===== src/rtl/record_table_with_delete_top_macros.svh =====
`ifndef RECORD_TABLE_WITH_DELETE_TOP_MACROS_SVH
`define RECORD_TABLE_WITH_DELETE_TOP_MACROS_SVH

// Plain invariant, sampled on the rising clock edge, off during reset.
`define RTD_ASSERT(name, expr, msg) \
  name: assert property (@(posedge clk_i) disable iff (!rst_ni) (expr)) \
    else $error(msg);

// Same-cycle implication.
`define RTD_ASSERT_IMPL(name, ante, cons, msg) \
  name: assert property (@(posedge clk_i) disable iff (!rst_ni) (ante) |-> (cons)) \
    else $error(msg);

`endif


===== src/rtl/rtd_pkg.sv =====
`default_nettype none

package rtd_pkg;

  localparam int unsigned MAX_ENTRIES_DEF  = 64;
  localparam int unsigned PAYLOAD_BITS_DEF = 64;

  localparam int unsigned OP_W     = 2;
  localparam int unsigned KEY_W    = 32;
  localparam int unsigned PAY_IN_W = 64;
  localparam int unsigned ST_W     = 3;
  localparam int unsigned SLOT_W   = 6;
  localparam int unsigned CNT_W    = 7;

  typedef enum logic [OP_W-1:0] {
    OP_ADD  = 2'd0,
    OP_LDEL = 2'd1,
    OP_PDEL = 2'd2
  } op_e;

  typedef enum logic [ST_W-1:0] {
    ST_ADDED     = 3'd0,
    ST_FULL      = 3'd1,
    ST_MARKED    = 3'd2,
    ST_REMOVED   = 3'd3,
    ST_NOT_FOUND = 3'd4
  } status_e;

  // Controller to datapath
  typedef struct packed {
    logic    req_load;
    logic    idx_inc;
    logic    rd_en;
    logic    wr_add;
    logic    wr_mark;
    logic    wr_shift;
    logic    cnt_dec;
    logic    slot_load;
    logic    rsp_load;
    status_e rsp_status;
  } rtd_cmd_t;

  // Datapath to controller
  typedef struct packed {
    logic [OP_W-1:0] op;
    logic            full;
    logic            more;
    logic            match;
  } rtd_sts_t;

endpackage

`default_nettype wire


===== src/rtl/rtd_ctrl.sv =====
`default_nettype none

module rtd_ctrl (
  input  logic              clk_i,
  input  logic              rst_ni,
  input  logic              req_valid_i,
  output logic              req_ready_o,
  output logic              rsp_valid_o,
  input  logic              rsp_ready_i,
  input  rtd_pkg::rtd_sts_t sts_i,
  output rtd_pkg::rtd_cmd_t cmd_o
);
  import rtd_pkg::*;

  typedef enum logic [2:0] {
    S_IDLE,
    S_DEC,
    S_SRD,
    S_SCMP,
    S_MRD,
    S_MWR,
    S_DONE
  } state_e;

  state_e  state_q, state_d;
  status_e result_q, result_d;
  logic    rsp_valid_q, rsp_valid_d;

  always_comb begin
    state_d     = state_q;
    result_d    = result_q;
    rsp_valid_d = rsp_valid_q & ~rsp_ready_i;
    cmd_o       = '0;
    cmd_o.rsp_status = result_q;

    unique case (state_q)
      S_IDLE: begin
        if (req_valid_i) begin
          cmd_o.req_load = 1'b1;
          state_d        = S_DEC;
        end
      end
      S_DEC: begin
        unique case (sts_i.op)
          OP_ADD: begin
            if (sts_i.full) begin
              result_d = ST_FULL;
            end else begin
              cmd_o.wr_add = 1'b1;
              result_d     = ST_ADDED;
            end
            state_d = S_DONE;
          end
          OP_LDEL, OP_PDEL: begin
            state_d = S_SRD;
          end
          default: begin
            result_d = ST_NOT_FOUND;
            state_d  = S_DONE;
          end
        endcase
      end
      S_SRD: begin
        if (sts_i.more) begin
          cmd_o.rd_en = 1'b1;
          state_d     = S_SCMP;
        end else begin
          result_d = ST_NOT_FOUND;
          state_d  = S_DONE;
        end
      end
      S_SCMP: begin
        cmd_o.idx_inc = 1'b1;
        if (sts_i.match) begin
          cmd_o.slot_load = 1'b1;
          if (sts_i.op == OP_LDEL) begin
            cmd_o.idx_inc = 1'b0;
            cmd_o.wr_mark = 1'b1;
            result_d      = ST_MARKED;
            state_d       = S_DONE;
          end else begin
            state_d = S_MRD;
          end
        end else begin
          state_d = S_SRD;
        end
      end
      S_MRD: begin
        if (sts_i.more) begin
          cmd_o.rd_en = 1'b1;
          state_d     = S_MWR;
        end else begin
          cmd_o.cnt_dec = 1'b1;
          result_d      = ST_REMOVED;
          state_d       = S_DONE;
        end
      end
      S_MWR: begin
        cmd_o.wr_shift = 1'b1;
        cmd_o.idx_inc  = 1'b1;
        state_d        = S_MRD;
      end
      S_DONE: begin
        // hold until the output register is free
        if (!rsp_valid_q || rsp_ready_i) begin
          cmd_o.rsp_load = 1'b1;
          rsp_valid_d    = 1'b1;
          state_d        = S_IDLE;
        end
      end
      default: begin
        state_d = S_IDLE;
      end
    endcase
  end

  always_ff @(posedge clk_i or negedge rst_ni) begin
    if (!rst_ni) begin
      state_q     <= S_IDLE;
      result_q    <= ST_NOT_FOUND;
      rsp_valid_q <= 1'b0;
    end else begin
      state_q     <= state_d;
      result_q    <= result_d;
      rsp_valid_q <= rsp_valid_d;
    end
  end

  assign req_ready_o = (state_q == S_IDLE);
  assign rsp_valid_o = rsp_valid_q;

endmodule

`default_nettype wire


===== config.mk =====
export PLATFORM = sky130hd
export DESIGN_NAME = rtd_ctrl
export DESIGN_NICKNAME = d
export VERILOG_FILES = /design/src/rtl/record_table_with_delete_top_macros.svh /design/src/rtl/rtd_pkg.sv /design/src/rtl/rtd_ctrl.sv
export SDC_FILE = /design/constraint.sdc
export NUM_CORES = 1
export LEC_CHECK = 0
export BUFFER_PORTS_ARGS = -buffer_cell sky130_fd_sc_hd__buf_2
export CAP_MARGIN = 20
export CORE_AREA = 2 2 39 41
export CTS_BUF_LIST = sky130_fd_sc_hd__clkbuf_4
export CTS_CLUSTER_DIAMETER = 120
export DETAILED_ROUTE_END_ITERATION = 12
export DIE_AREA = 0 0 41 43
export PLACE_DENSITY = 0.73
export SYNTH_ARGS = -nofsm -noshare
export SYNTH_HDL_FRONTEND = slang
export SYNTH_SLANG_ARGS = --single-unit

===== constraint.sdc =====
create_clock -name clk_i -period 1.7 [get_ports clk_i]
set_clock_uncertainty 0.05 [all_clocks]
set_input_delay 0.17 -clock clk_i [delete_from_list [all_inputs] [get_ports clk_i]]
set_output_delay 0.17 -clock clk_i [all_outputs]
set_load 0.03 [all_outputs]

# Word-level counts from Yosys, hierarchy flattened
# Cells that the tools add are included.
classes:
  add_sub_neg: 0
  multipliers: 0
  div: 0
  n_lt_le_gt_ge: 0
  eq_ne: 15
  shifts: 0
  n_mux: 37
  n_bitwise: 2
  reduce_logical: 9
op_table:
  columns: ["operator", "count"]
  rows:
  - ["$mux 3", 9]
  - ["$mux 1", 22]
  - ["$pmux 3 s7", 1]
  - ["$ne 2x2->1 const B", 7]
  - ["$pmux 3 s4", 1]
  - ["$eq 3x3->1 const B", 3]
  - ["$eq 3x2->1 const B", 2]
  - ["$pmux 3 s2", 1]
  - ["$reduce_and 6->1", 1]
  - ["$mux 2", 2]
  - ["$reduce_bool 4->1", 1]
  - ["$reduce_or 2->1", 2]
  - ["$eq 3x1->1 const B", 1]
  - ["$logic_not 3->1", 1]
  - ["$eq 2x1->1 const B", 1]
  - ["$eq 2x2->1 const B", 1]
  - ["$logic_not 2->1", 1]
  - ["$pmux 1 s2", 1]
  - ["$reduce_and 2->1", 1]
  - ["$and 1x1->1", 1]
  - ["$logic_not 1->1", 1]
  - ["$logic_or 1x1->1", 1]
  - ["$not 1->1", 1]
word_totals:
  reg_bits: 7
  latchBits: 0
  ram_bits: 0
  mem_bits_ro: 0
  input_bits: 9
  output_inout_bits: 14
  word_cells: 66
  mem_count: 0

# Depth between registers and ports, before layout
# Gate-level depths: netlist of run 1.
depth:
  ltp_word: 4
  ltp_mapped: 6
  depth_no_buf: 6

# Worst setup path after synthesis of run 1
# Ideal clock, no wire load.
synth_path:
  path_kind: "flip-flop to output port"
  startpoint: "register state_q[1]"
  endpoint: "output port cmd_o[11] (netlist bit)"
  arrival_time_ns: 1.770
  required_time_ns: 1.480
  path_slack_ns: -0.290
  stages_incl_launch_ff: 6
  cell_sequence: "dfrtp_1 buf_2 or2_2 clkbuf_1 nor2_1 and2_1"
synth_rtl:
  columns: ["item", "line", "rtl"]
  rows:
  - ["start: declaration", "rtd_ctrl.sv:25", "state_e state_q, state_d;"]
  - ["start signal: assignment", "rtd_ctrl.sv:123", "state_q <= state_d;"]
  - ["end: declaration", "rtd_ctrl.sv:11", "output rtd_pkg::rtd_cmd_t cmd_o"]

==> flow_summary.ini, run 1 <==
[clock_network]
clock_latency_ns = 0.25
root_buffer = clkbuf_4
cts_buffers = 3
cts_tree = built
clock-sinks = 7
cts_max_level = 1
clk_path_buf_depth = 2
clk_pin_slew_ns = 0.05

[detailed_routing]
drcViolationCount = 0
drt-total-wl_um = 1230
wire_per_inst_um = 11.2
first_pass_iters = 3
via_per_inst = 5.05
ant_nets = 0
drt_iter0_drc = 8
vias = 555

[worst_setup_path]
cp.arrival_ns = 1.41
timing.rr.start = state_q[1]$_DFFE_PN0P_
reg2reg_depth = 5
worst_setup_path_end_kind = output pin
worst-r2r-setup-slack_ns = 0.14
crit_path_max_fanout = 8
startpoint_type = flip-flop
critPathKind = flip-flop to output pin
cp.required_ns = 1.48
reg2reg_to = result_q[1]$_DFFE_PN0P_

[logic_synthesis]
synth.distinct_cells = 31
syn_area_per_cell_um2 = 8.43
synth_edf_count = 0
syn-cell-area_um2 = 582
ys_warn_count = 0
syn-num-nets = 80
ys_ff_latch = 7
synth_cells = 69
synth-seq-area-share = 0.303
synth_area_leaders = dfrtp_1 (26%), a21oi_1 (5.2%), nor2_1 (5.2%)
ys.flop_type = dfrtp_1
ys_async_sr_fraction = 1.00
yosys.area.top_type = dfrtp_1
synth.top_cell.area_share = 0.258

[placed_design]
io_buffers = 22
dp_hpwl_um = 982
place_congestion = 0.778
dp_slack_ns = 0.174

[timing]
worst_slack_ns = 0.0700
slew_headroom = 0.829
finalSetupViolCount = 0
clock.fmax_mhz = 614
worstMarginPinSlew_ns = 0.256
drv_slew = 0
rsz0062_at_grt = no
hold_viol = 0
min_period_over_period = 0.959
fin_crit_ns = 1.63

[status]
status = complete, no violations

[power_and_ir_drop]
vdd_drop_max_uv = 879
power.leakage_nw = 0.384
power_density_nw_per_um2 = 2070

[final_layout]
register_area_um2 = 179
mostFrequentLayoutCell = buf_2
area_growth_pct = 36.8
layout.nets = 106
layout.cells.most_common_list = buf_2 (20), a21oi_1 (6), nor2_1 (6), clkbuf_4 (6), nand2_1 (5)
multiInputGateArea_um2 = 388
nFillCells = 127
layout-drive-gt1-share = 0.436
antenna_cells_inserted = 0
fin_util = 0.575

[die]
core-area_um2 = 1380
initial_core_util = 0.420
fp.dieW_um = 41
num_rows = 14
die_area_um2 = 1760
die_h_um = 43
boundaryPins = 23

[min_path]
hp-class = input port to flip-flop
hold_path_depth = 3
hold_start = rsp_ready_i
hold_end = rsp_valid_o$_DFF_PN0_

[global_route]
grt_max_degree = 15
grt-ovfl-total = 0
antenna_found_initial = 0
grt_pass1_wl_um = 2000
grt_pass1_vias = 506
grt_usage = 0.171

[job]
maxCapViolations = 0
## stage by stage
| step | cells | instance area (µm²) | power, mW | hold slack [ns] | setup TNS [ns] |
|---|---|---|---|---|---|
| 2_1_floorplan | 69 | 598 | 1.19 | -0.176 | -0.128 |
| 3_3_place_gp | 104 | 717 | 1.37 | -0.0386 | 0 |
| 3_5_place_dp | 104 | 717 | 1.39 | -0.0356 | 0 |
| 4_1_cts | 109 | 761 | 1.58 | 0.190 | 0 |
| 5_1_grt | 110 | 796 | 1.78 | 0.243 | 0 |
| 6_report | 110 | 796 | 1.65 | 0.192 | 0 |
## repair_timing
item                                    4_1_cts  5_1_grt
hold buffers                                  1        0
setup buffers                                 0        1
gates resized for setup                       2        5
endpoints found under the setup margin        2        3
hold endpoints to repair                      7        0
## synth_stat cells, types with 2 or more instances
cell type and number:
nor2_1 8, clkbuf_1 2, nor2b_1 3, and2_1 3, o21ai_0 2, dfrtp_1 6
nor3b_1 4, buf_2 3, o21a_1 2, a21oi_1 6, a211oi_1 2, inv_1 2
nand2_1 5, ha_1 2, nand2b_1 3
## cell families after synthesis
logic type / after synthesis / synth area share
adder cells (fa/ha/maj): 2 / 0.0430
XOR/XNOR: 1 / 0.0151
multiplexers: 1 / 0.0172
AND/OR/NAND/NOR: 33 / 0.331
flip-flops: 7 / 0.303
AO/OA/AOI/OAI: 17 / 0.219
buffers and inverters: 8 / 0.0710
## layer usage
metal	wire, µm	vias up	part of all wire	track usage
li1	-	290	-	-
met1	558	250	0.45	0.196
met2	598	15	0.48	0.275
met3	76	0	0.062	0.0942
met4	0	0	0	0.0200
met5	0	-	0	0
## layout make-up
cell class	instances	area share
Multi-Input combinational cell	54	0.487
Clock buffer	4	0.0377
Inverter	2	0.00943
Sequential cell	7	0.225
Timing Repair Buffer	27	0.215
Tap cell	16	0.0252
## worst max path at each step
stage,from,endpoint
finish,state_q[0]$_DFFE_PN0P_,cmd_o[11]
global route,state_q[0]$_DFFE_PN0P_,cmd_o[11]
CTS,state_q[0]$_DFFE_PN0P_,cmd_o[11]
detailed placement,state_q[1]$_DFFE_PN0P_,cmd_o[11]
global placement,sts_i[3],result_q[1]$_DFFE_PN0P_
floorplan,state_q[1]$_DFFE_PN0P_,cmd_o[11]
## state kept, by name (all words and copies together), names as in the netlist
name         cells
state_q          3
rsp_valid_o      1
result_q         3
## critical path: stages (launching register included)
cell,delay (ns)
dfrtp_2,0.44
or2_4,0.30
nor2_4,0.11
and2_1,0.13
clkbuf_4,0.18
## power breakdown
group	leakage, nW	internal (mW)	switching, mW
Combinational	0.285	0.490	0.637
Sequential	0.0803	0.268	0.0826
Clock	0.0184	0.106	0.0627
Total	0.384	0.864	0.782
Note: power is estimated with default switching activity, not from simulation.
==> inputs of run 2 (changes only) <==
--- a/config.mk
+++ b/config.mk
@@ -5,7 +5,7 @@
 export SDC_FILE = /design/constraint.sdc
 export NUM_CORES = 1
 export LEC_CHECK = 0
-export BUFFER_PORTS_ARGS = -buffer_cell sky130_fd_sc_hd__buf_2
+export BUFFER_PORTS_ARGS = -buffer_cell sky130_fd_sc_hd__buf_4
 export CAP_MARGIN = 20
 export CORE_AREA = 2 2 39 41
 export CTS_BUF_LIST = sky130_fd_sc_hd__clkbuf_4
==> run 2 against run 1 <==
Worst hold slack worse by 0.011 ns; critical endpoint unchanged; critical path depth unchanged; non-clock buffer count rose by 1; total power grew 3.5%; flip-flop and latch count stayed put; highest routed layer is now met4; sequential share of layout area is 1.2 points lower; final cell count increased by 0.91%; largest cell class unchanged; largest power group unchanged; via count up 2.9%; core utilization grew 3.2 points.
==> flow_summary.ini, run 2 (same netlist as run 1, synthesis figures left out) <==
[status]
status = complete, no violations

[final_layout]
layout.cells.most_common_list = buf_4 (27), a21oi_1 (6), nor2_1 (6), nand2_1 (5)
nFillCells = 123
layout-drive-gt1-share = 0.453
layout.nets = 107
multiInputGateArea_um2 = 390
register_area_um2 = 179
antenna_cells_inserted = 0
area_growth_pct = 44.3
mostFrequentLayoutCell = buf_4

[detailed_routing]
top_layer_used = met4
drcViolationCount = 0
wire_per_inst_um = 12.1
vias = 571
drt_iter0_drc = 9
wl_met3_um = 52
first_pass_iters = 4
drt-total-wl_um = 1350
wl_met1_um = 574
via_per_inst = 5.14
dr_wl_met2_um = 707
ant_nets = 0

[timing]
hold_viol = 0
rsz0062_at_grt = no
min_period_over_period = 0.948
finalSetupTns_ns = 0
clock.fmax_mhz = 620
fin_crit_ns = 1.61
worstMarginPinSlew_ns = 0.248
slew_headroom = 0.834
drv_slew = 0
finalSetupViolCount = 0

[power_and_ir_drop]
p_clk_frac = 0.099
power_density_nw_per_um2 = 2030
p_sw_uw = 799
pwr-share-seq = 0.209
swShare = 0.469
internal_power_uw = 905
power_mw = 1.70
power.leakage_nw = 0.395
power_frac_comb = 0.691
vdd_drop_max_uv = 882

[global_route]
grt_max_degree = 15
grt_usage = 0.190
antenna_found_initial = 0
grt_pass1_vias = 538
grt-ovfl-total = 0
grt_pass1_wl_um = 2270

[min_path]
hp-class = input port to flip-flop
hold_end = state_q[0]$_DFFE_PN0P_
hold_start = sts_i[1]
hold_path_depth = 3

[worst_setup_path]
critical-path-top-delay-family = simple AND/OR/NAND/NOR gates
critPathKind = flip-flop to output pin
timing.rr.start = state_q[1]$_DFFE_PN0P_
crit_buf_inv = 1
crit_path_max_fanout = 8
reg2reg_depth = 5
cp.arrival_ns = 1.39
worst_setup_path_end_kind = output pin
worstPathCellList = or2_4 -> nor2_4 -> and2_1 -> buf_4
worst-r2r-setup-slack_ns = 0.11
cp.required_ns = 1.48
cp_slowest_cell = dfrtp_2
max_stage_delay_ns = 0.44
reg2reg_to = result_q[1]$_DFFE_PN0P_
startpoint_type = flip-flop

[clock_network]
clock-sinks = 7
cts_tree = built
clk_path_buf_depth = 2
clk_pin_slew_ns = 0.06
clock_latency_ns = 0.25
root_buffer = clkbuf_4
cts_max_level = 1
cts_buffers = 3

[die]
fp.dieW_um = 41
boundaryPins = 23
initial_core_util = 0.420
die_area_um2 = 1760
die_h_um = 43
num_rows = 14
core-area_um2 = 1380

[job]
maxCapViolations = 0

[placed_design]
place_congestion = 0.722
io_buffers = 22
dp_hpwl_um = 1050
[run 2: cell types whose count changed in the layout (fill, tap and decap cells not counted)]
cell,delta
clkbuf_4,-2
nor2b_2,+1
nor2b_1,-1
buf_2,-20
buf_4,+25
buf_6,-1
buf_12,-1
[run 2: worst max-delay path by stage]
stage	start	end	slack, ns	cells past startpoint
6_report	state_q[0]$_DFFE_PN0P_	cmd_o[11]	0.09	4
5_1_grt	state_q[1]$_DFFE_PN0P_	result_q[1]$_DFFE_PN0P_	0.01	5
4_1_cts	state_q[0]$_DFFE_PN0P_	cmd_o[11]	0.03	4
3_5_place_dp	state_q[1]$_DFFE_PN0P_	cmd_o[11]	0.17	4
3_3_place_gp	state_q[1]$_DFFE_PN0P_	cmd_o[11]	0.19	4
2_1_floorplan	state_q[1]$_DFFE_PN0P_	cmd_o[11]	-0.13	5
[run 2: worst reg2reg max path: cells and delay by family, from the launching register on]
family          cells  cell delay [ns]
compound gates      2             0.55
simple gates        1             0.05
xor+xnor            1             0.21
flops               1             0.45
buf+inv             1             0.16
[run 2: through the flow]
stage / setup WS (ns) / hold slack, ns / instances / utilization / area (µm²)
after global routing: 0.0103 / 0.209 / 111 / 0.607 / 840
after global placement: 0.193 / -0.0639 / 104 / 0.558 / 772
after floorplan: -0.128 / -0.176 / 69 / - / 598
final: 0.0882 / 0.181 / 111 / 0.607 / 840
after detailed placement: 0.174 / -0.0593 / 104 / 0.558 / 772
after CTS: 0.0330 / 0.182 / 109 / 0.590 / 816
[run 2: power groups by stage]
stage | clock network [mW] | logic, mW | registers, mW
6_report | 0.169 | 1.18 | 0.357
5_1_grt | 0.191 | 1.29 | 0.375
4_1_cts | 0.173 | 1.12 | 0.364
3_5_place_dp | 0 | 1.11 | 0.363
3_3_place_gp | 0 | 1.09 | 0.355
2_1_floorplan | 0 | 0.777 | 0.409
[run 2: area by class of cell]
class                      instances  share of cell area
sequential                         7               0.213
tap                               16              0.0238
multi-input combinational         54               0.465
inverter                           2             0.00894
clock buffer                       4              0.0358
timing repair buffer              28               0.253
[run 2: what timing repair did]
action / CTS / global route
gates resized for setup: 2 / 3
hold buffers: 1 / 0
hold endpoints to repair: 7 / 0
setup buffers: 0 / 2
endpoints found under the setup margin: 1 / 1
[run 2: metal layers]
layer,track usage,up-vias
met3,0.0471,2
met4,0.0800,0
met1,0.235,268
met2,0.297,12
met5,0,-
li1,-,289
